[src/rtl/lbt_pkg.sv]
// ============================================================================
// Label boundary tracer package
// Shared types, codes and small constant tables for the boundary tracer.
// ============================================================================
`default_nettype none

package lbt_pkg;

	// Input command codes.
	localparam logic [1:0] CMD_WRITE = 2'd0;
	localparam logic [1:0] CMD_START = 2'd1;
	localparam logic [1:0] CMD_STEP  = 2'd2;

	// Result status codes.
	localparam logic [1:0] ST_POINT  = 2'd0;
	localparam logic [1:0] ST_DONE   = 2'd1;
	localparam logic [1:0] ST_ABSENT = 2'd2;

	// Configuration register indexes.
	localparam logic [1:0] REG_FOUR = 2'd0;
	localparam logic [1:0] REG_ROWS = 2'd1;
	localparam logic [1:0] REG_COLS = 2'd2;

	// Heading codes.
	localparam logic [1:0] HEAD_EAST = 2'd1;

	// Neighbourhood slots: slot = (drow + 1) * 3 + (dcol + 1).
	localparam logic [3:0] NB_NE     = 4'd2;
	localparam logic [3:0] NB_CENTER = 4'd4;
	localparam logic [3:0] NB_E      = 4'd5;
	localparam logic [3:0] NB_S      = 4'd7;
	localparam logic [3:0] NB_SE     = 4'd8;
	localparam logic [3:0] NB_LAST   = 4'd8;

	localparam logic [17:0] COUNT_MAX = 18'h3FFFF;

	typedef enum logic [1:0] {
		PH_IDLE  = 2'd0,
		PH_TRACE = 2'd1,
		PH_DONE  = 2'd2
	} phase_t;

	typedef enum logic [2:0] {
		S_IDLE,
		S_SCAN,
		S_SRCH_GO,
		S_SRCH_RD,
		S_SRCH_EVAL,
		S_STEP_RD,
		S_STEP_EVAL,
		S_EMIT
	} state_t;

	typedef struct packed {
		logic [15:0] r;
		logic [15:0] c;
	} pt_t;

	typedef struct packed {
		logic wr_pix;
		logic start_lat;
		logic scan_init;
		logic srch_init;
		logic fetch_init;
		logic fetch_srch;
		logic srch_eval;
		logic step_eval;
		logic res_absent;
		logic res_done1;
		logic emit_pop;
	} ctl_t;

	typedef struct packed {
		logic scan_done;
		logic found;
		logic fetch_done;
		logic srch_stop;
		logic tracing;
		logic res_empty;
		logic res_last;
	} stat_t;

	// Moore search order, relative to a north heading.
	function automatic int moore_row(input int i);
		int r;
		case (i)
			0: r = 2;
			1: r = 1;
			2: r = 0;
			3: r = 0;
			4: r = 0;
			5: r = 1;
			6: r = 2;
			default: r = 2;
		endcase
		return r;
	endfunction

	function automatic int moore_col(input int i);
		int c;
		case (i)
			0: c = 0;
			1: c = 0;
			2: c = 0;
			3: c = 1;
			4: c = 2;
			5: c = 2;
			6: c = 2;
			default: c = 1;
		endcase
		return c;
	endfunction

	function automatic logic [1:0] moore_turn(input int i);
		logic [1:0] t;
		case (i)
			0: t = 2'd3;
			1: t = 2'd0;
			2: t = 2'd0;
			3: t = 2'd1;
			4: t = 2'd1;
			5: t = 2'd2;
			6: t = 2'd2;
			default: t = 2'd3;
		endcase
		return t;
	endfunction

	// Rotate a heading-relative offset (u is column, v is row) by k quarter
	// turns and return its neighbourhood slot.
	function automatic logic [3:0] local_idx(input logic [1:0] k, input int u, input int v);
		int a;
		int b;
		int t;
		a = u;
		b = v;
		for (int i = 0; i < 3; i++) begin
			if (i < int'(k)) begin
				t = a;
				a = -b;
				b = t;
			end
		end
		return 4'((b + 1) * 3 + (a + 1));
	endfunction

	function automatic logic [15:0] off_row(input logic [3:0] j);
		logic [15:0] o;
		case (j)
			4'd0, 4'd1, 4'd2: o = 16'hFFFF;
			4'd6, 4'd7, 4'd8: o = 16'd1;
			default:          o = 16'd0;
		endcase
		return o;
	endfunction

	function automatic logic [15:0] off_col(input logic [3:0] j);
		logic [15:0] o;
		case (j)
			4'd0, 4'd3, 4'd6: o = 16'hFFFF;
			4'd2, 4'd5, 4'd8: o = 16'd1;
			default:          o = 16'd0;
		endcase
		return o;
	endfunction

	function automatic pt_t nb_pt(input pt_t p, input logic [3:0] j);
		pt_t q;
		q.r = p.r + off_row(j);
		q.c = p.c + off_col(j);
		return q;
	endfunction

endpackage

`default_nettype wire

[src/rtl/lbt_ctrl.sv]
// ============================================================================
// Label boundary tracer controller
// Sequences commands through scan, search, step and result delivery.
// ============================================================================
`default_nettype none

module lbt_ctrl (
	input  wire logic           clk,
	input  wire logic           arst_n,
	input  wire logic           in_valid,
	input  wire logic [1:0]     in_cmd,
	input  wire logic           out_ready,
	input  wire lbt_pkg::stat_t stat,
	output logic                in_ready,
	output logic                out_valid,
	output lbt_pkg::ctl_t       ctl
);

	lbt_pkg::state_t state_q, state_d;

	always_ff @(posedge clk or negedge arst_n) begin
		if (!arst_n) begin
			state_q <= lbt_pkg::S_IDLE;
		end else begin
			state_q <= state_d;
		end
	end

	always_comb begin
		state_d   = state_q;
		ctl       = '0;
		in_ready  = 1'b0;
		out_valid = 1'b0;
		unique case (state_q)
			lbt_pkg::S_IDLE: begin
				in_ready = 1'b1;
				if (in_valid) begin
					unique case (in_cmd)
						lbt_pkg::CMD_WRITE: ctl.wr_pix = 1'b1;
						lbt_pkg::CMD_START: begin
							ctl.start_lat = 1'b1;
							ctl.scan_init = 1'b1;
							state_d = lbt_pkg::S_SCAN;
						end
						lbt_pkg::CMD_STEP: begin
							if (stat.tracing) begin
								ctl.fetch_init = 1'b1;
								state_d = lbt_pkg::S_STEP_RD;
							end else begin
								ctl.res_done1 = 1'b1;
								state_d = lbt_pkg::S_EMIT;
							end
						end
						default: ;
					endcase
				end
			end
			lbt_pkg::S_SCAN: begin
				if (stat.scan_done) begin
					if (stat.found) begin
						ctl.srch_init = 1'b1;
						state_d = lbt_pkg::S_SRCH_GO;
					end else begin
						ctl.res_absent = 1'b1;
						state_d = lbt_pkg::S_EMIT;
					end
				end
			end
			lbt_pkg::S_SRCH_GO: begin
				ctl.fetch_init = 1'b1;
				ctl.fetch_srch = 1'b1;
				state_d = lbt_pkg::S_SRCH_RD;
			end
			lbt_pkg::S_SRCH_RD: begin
				if (stat.fetch_done) begin
					state_d = lbt_pkg::S_SRCH_EVAL;
				end
			end
			lbt_pkg::S_SRCH_EVAL: begin
				ctl.srch_eval = 1'b1;
				state_d = stat.srch_stop ? lbt_pkg::S_EMIT : lbt_pkg::S_SRCH_GO;
			end
			lbt_pkg::S_STEP_RD: begin
				if (stat.fetch_done) begin
					state_d = lbt_pkg::S_STEP_EVAL;
				end
			end
			lbt_pkg::S_STEP_EVAL: begin
				ctl.step_eval = 1'b1;
				state_d = lbt_pkg::S_EMIT;
			end
			lbt_pkg::S_EMIT: begin
				if (stat.res_empty) begin
					state_d = lbt_pkg::S_IDLE;
				end else begin
					out_valid = 1'b1;
					if (out_ready) begin
						ctl.emit_pop = 1'b1;
						if (stat.res_last) begin
							state_d = lbt_pkg::S_IDLE;
						end
					end
				end
			end
			default: state_d = lbt_pkg::S_IDLE;
		endcase
	end

endmodule

`default_nettype wire
[config.mk]
export PLATFORM = sky130hd
export DESIGN_NAME = lbt_ctrl
export DESIGN_NICKNAME = d
export VERILOG_FILES = /design/src/rtl/lbt_pkg.sv /design/src/rtl/lbt_ctrl.sv
export SDC_FILE = /design/constraint.sdc
export NUM_CORES = 1
export LEC_CHECK = 0
export ABC_AREA = 1
export ABC_CLOCK_PERIOD_IN_PS = 1100
export BUFFER_PORTS_ARGS = -buffer_cell sky130_fd_sc_hd__buf_2
export CAP_MARGIN = 20
export CORE_MARGIN = 1
export CORE_UTILIZATION = 30
export DETAILED_ROUTE_END_ITERATION = 7
export PLACE_DENSITY = 0.65
export SETUP_SLACK_MARGIN = 0.1
export SLEW_MARGIN = 20
export SYNTH_ARGS = -nofsm -noshare
export SYNTH_HDL_FRONTEND = slang
export SYNTH_SLANG_ARGS = --single-unit
[constraint.sdc]
create_clock -name clk -period 1.1 [get_ports clk]
set_clock_uncertainty 0.1 [all_clocks]
set_input_delay 0.165 -clock clk [delete_from_list [all_inputs] [get_ports clk]]
set_output_delay 0.165 -clock clk [all_outputs]
set_load 0.02 [all_outputs]
* Yosys cells after proc, flatten, opt, wreduce, memory -nomap -nowiden
Index checks and enable logic that the tools add are counted.
** Storage, ports and cells
- Bits in registers :: 3
- Output and inout bits :: 13
- Bits of input ports :: 13
- Logic and storage cells :: 59
** Operators by class
- Reduce and logical (&&, ||, !) cells :: 3
- Muxes and demuxes :: 39
- Equal/unequal tests :: 16
** Operator list (count)
- $mux 3 :: 11
- $pmux 3 s8 :: 1
- $mux 1 :: 23
- $eq 3x3->1 const B :: 4
- $ne 2x2->1 const B :: 4
- $reduce_and 7->1 :: 1
- $eq 3x2->1 const B :: 2
- $ne 3x3->1 const B :: 2
- $pmux 3 s2 :: 1
- $mux 2 :: 2
- $eq 3x1->1 const B :: 1
- $logic_not 3->1 :: 1
- $ne 3x1->1 const B :: 1
- $eq 2x1->1 const B :: 1
- $eq 2x2->1 const B :: 1
- $logic_not 2->1 :: 1
- $pmux 1 s2 :: 1

* Longest topological paths before layout
- Depth in word-level cells :: 4
- Depth in mapped cells :: 8
- Mapped depth without buffers :: 8

* Least setup slack after synthesis
No wires, ideal clock.
- Path type :: register -> output
- Start :: register state_q[2]
- End :: output ctl[6] (netlist name)
- Data arrival time :: 1252 ps
- Data required time :: 835 ps
- Slack :: -417 ps
- Path buffers :: 0
- Cell stages (with the launch flop) :: 6
- Cells stage by stage :: dfrtp_1 -> inv_4 -> nand3_4 -> inv_1 -> nand2_1 -> o22ai_1
** RTL lines
- start: declaration :: line lbt_ctrl.sv:19 : lbt_pkg::state_t state_q, state_d;
- start signal: assignment :: line lbt_ctrl.sv:23 : state_q <= lbt_pkg::S_IDLE;
- start signal: assignment :: line lbt_ctrl.sv:25 : state_q <= state_d;
- end: declaration :: line lbt_ctrl.sv:16 : output lbt_pkg::ctl_t ctl

==> results.cfg <==
[global_route]
grt_max_degree = 7
grt-ovfl-total = 0
grt_pass1_vias = 535
grt_pass1_wl_mm = 2.17
antenna_found_initial = 0
grt_usage_pct = 20.4

[placement]
pre_cts_ws_ns = -0.251
gpl.final_weighted_congestion = 0.777
portBuffers = 25
hpwl_mm = 1.07

[final_layout]
largest_reg_flops = 3
antenna_cells = 0
area_growth_pct = 122
drive_gt1_share_pct = 59.7
finalNetCount = 141
largest_registers = state_q: 3 flops
largest-register = state_q
n_fill_cell = 108

[worst_setup_path]
r2r-start = state_q[1]
crit_path_end_kind = output port
crit_start = state_q[1]
cp.required_ns = 0.83
worst-path-max-fanout = 5
critPathArrivalTime_ns = 1.23
cp-start-kind = flip-flop
critPathKind = reg2out

[logic_synthesis]
synthTopCellsByCount = 21 x nand2_1, 11 x inv_1, 11 x nor2_1
async_reset_ff_share_pct = 100
syn_area_um2 = 429
synth_edf_count = 0
yosysSeqAreaShare_pct = 17.5
synth_top_cell_by_area = nand2_1
yosysWarnings = 0
syn_area_per_cell_um2 = 5.80
synth_seq_cells = 3
synthDominantCellAreaShare_pct = 18.4
yosysMostFrequentCell = nand2_1
synth_cell_types = 18
synth_nets = 90
synth_top_flop_cell = dfrtp_1
synth_area_leaders = nand2_1 18%, dfrtp_1 17%, inv_1 9.6%
synth_cells = 74

[cts]
clock_sinks = 3
cts_tree = done
clk_latency_ns = 0.23
cts.clk_slew.worst_paths_ns = 0.04
numCtsBuffers = 3
cts_max_level = 1
cts_root_buf = clkbuf_4
clockBufferDepth = 2

[power_and_ir_drop]
internal_power_mw = 1.24
power.density_mw_per_mm2 = 2580
ir_drop_uv = 1290
leakagePower_nw = 0.527
p_clk_share_pct = 7.8
pwr-share-seq_pct = 10.4
p_sw_share_pct = 49.3
combPwrFrac_pct = 81.9
switching_power_mw = 1.21

[floorplanning]
core_area_mm2 = 0.00132
die_h_um = 39.8
start_util_pct = 32.6
die-area_mm2 = 0.00159
rows = 13
die-width_um = 39.8
io_pins = 26

[sta]
fmax_ghz = 0.667
setup_viol = 16
finalCriticalPeriod_ns = 1.50
worst_slew_pin_slew_ns = 0.220
tns_ns = -5.47
post-route-period-util_pct = 136
hold_viol_final = 0
fin_ws_ns = -0.399
drv_slew = 0
slew-limit-headroom_pct = 85.3
rsz0062_at_grt = true

[routing]
avgRoutedWirePerCell_um = 10.9
route.met2.wl_um = 836
drc = 0
drt_wl_total_mm = 1.51
vias_per_cell = 4.64
drtIter0Drc = 16
top_layer_used = met4
dr.pass1.iters = 4
wl_met1_um = 611
ant_nets = 0
vias = 645
dr_wl_met3_um = 49

[outcome]
outcome = finished, violations left
violations = negative setup slack

[job]
max-cap-violations = 0

[min_path]
hold_class = in2async
## layer usage
metal / up-vias / GRT usage (%)
met3: 2 / 0
li1: 335 / -
met1: 287 / 24.6
met2: 21 / 40.2
met4: 0 / 2.59
met5: - / 0
## placed cells by master (no fill, tap or decap)
cell type	Yosys	routed
buf_4	1	23
nand2_1	21	17
buf_2	0	14
inv_1	11	9
buf_6	0	9
nor2_1	11	7
nor2_4	0	5
nand3_4	1	4
nand3_1	7	4
inv_4	1	3
nand4_1	3	3
ha_1	3	3
clkbuf_4	0	3
nand2_4	0	2
inv_2	2	2
nor3_1	3	2
nand2_2	0	2
dfrtp_2	0	2
o22ai_4	0	1
nand3_2	1	1
nor3_4	0	1
nor2_2	2	1
and3_4	0	1
o21ai_1	0	1
o21bai_1	1	1
clkbuf_1	0	1
dlygate4sd3_1	0	1
dfrtp_1	3	1
## what timing repair did
| item | 4_1_cts | 5_1_grt |
|---|---|---|
| setup buffers | 7 | 0 |
| pin swaps | 5 | 3 |
| endpoints found under the hold margin | 3 | 0 |
| endpoints found under the setup margin | 16 | 16 |
| hold buffers | 1 | 0 |
| resized for setup | 27 | 8 |
## area by class of cell
| type | instances | area [um^2] | area share [%] |
|---|---|---|---|
| inverter | 14 | 60.1 | 6.32 |
| sequential | 3 | 77.6 | 8.16 |
| tap | 15 | 18.8 | 1.97 |
| clock buffer | 4 | 26.3 | 2.76 |
| timing repair buffer | 47 | 354 | 37.2 |
| multi-input combinational | 56 | 414 | 43.6 |
## power groups by stage
stage / Clock, mW / Sequential [mW] / Combinational [mW]
global placement: 0 / 0.250 / 1.39
detailed placement: 0 / 0.253 / 1.40
finish: 0.190 / 0.254 / 2.01
floorplan: 0 / 0.270 / 0.880
CTS: 0.190 / 0.252 / 1.80
global route: 0.195 / 0.256 / 2.16
## final timing paths
path                                    to  slack (ns)  cells past startpoint
worst max-delay path                ctl[9]       -0.40                      5
worst max register to register  state_q[1]       -0.37                      8
worst min register to register  state_q[1]        0.50                      2
worst min-delay path            state_q[0]        0.15                      2
min in group clk                state_q[0]        0.29                      5
max in group asynchronous       state_q[2]        0.63                      2
## critical path: stages, from the launching register on
cell	delay (ns)
dfrtp_1	0.41
inv_2	0.12
nand3_4	0.12
buf_6	0.15
nor2_4	0.07
buf_4	0.14
## cell families after synthesis
logic type               share of synthesized area [%]
AO/OA/AOI/OAI                                     4.37
adder cells (fa/ha/maj)                           8.75
buffers and inverters                             14.6
flip-flops                                        17.5
AND/OR/NAND/NOR                                   54.8
## per-stage QoR
stage                     power (mW)  hold slack (ns)  instance area (um^2)  std cells  utilization, %
after CTS                       2.24            0.158                   911        139            69.1
after floorplan                 1.15           -0.231                   493         74               -
after global placement          1.64           -0.138                   734        127            55.7
after global routing            2.61            0.185                   951        139            72.2
after detailed placement        1.66           -0.138                   734        127            55.7
final                           2.45            0.151                   951        139            72.2
Note: power is estimated with default switching activity, not from simulation.
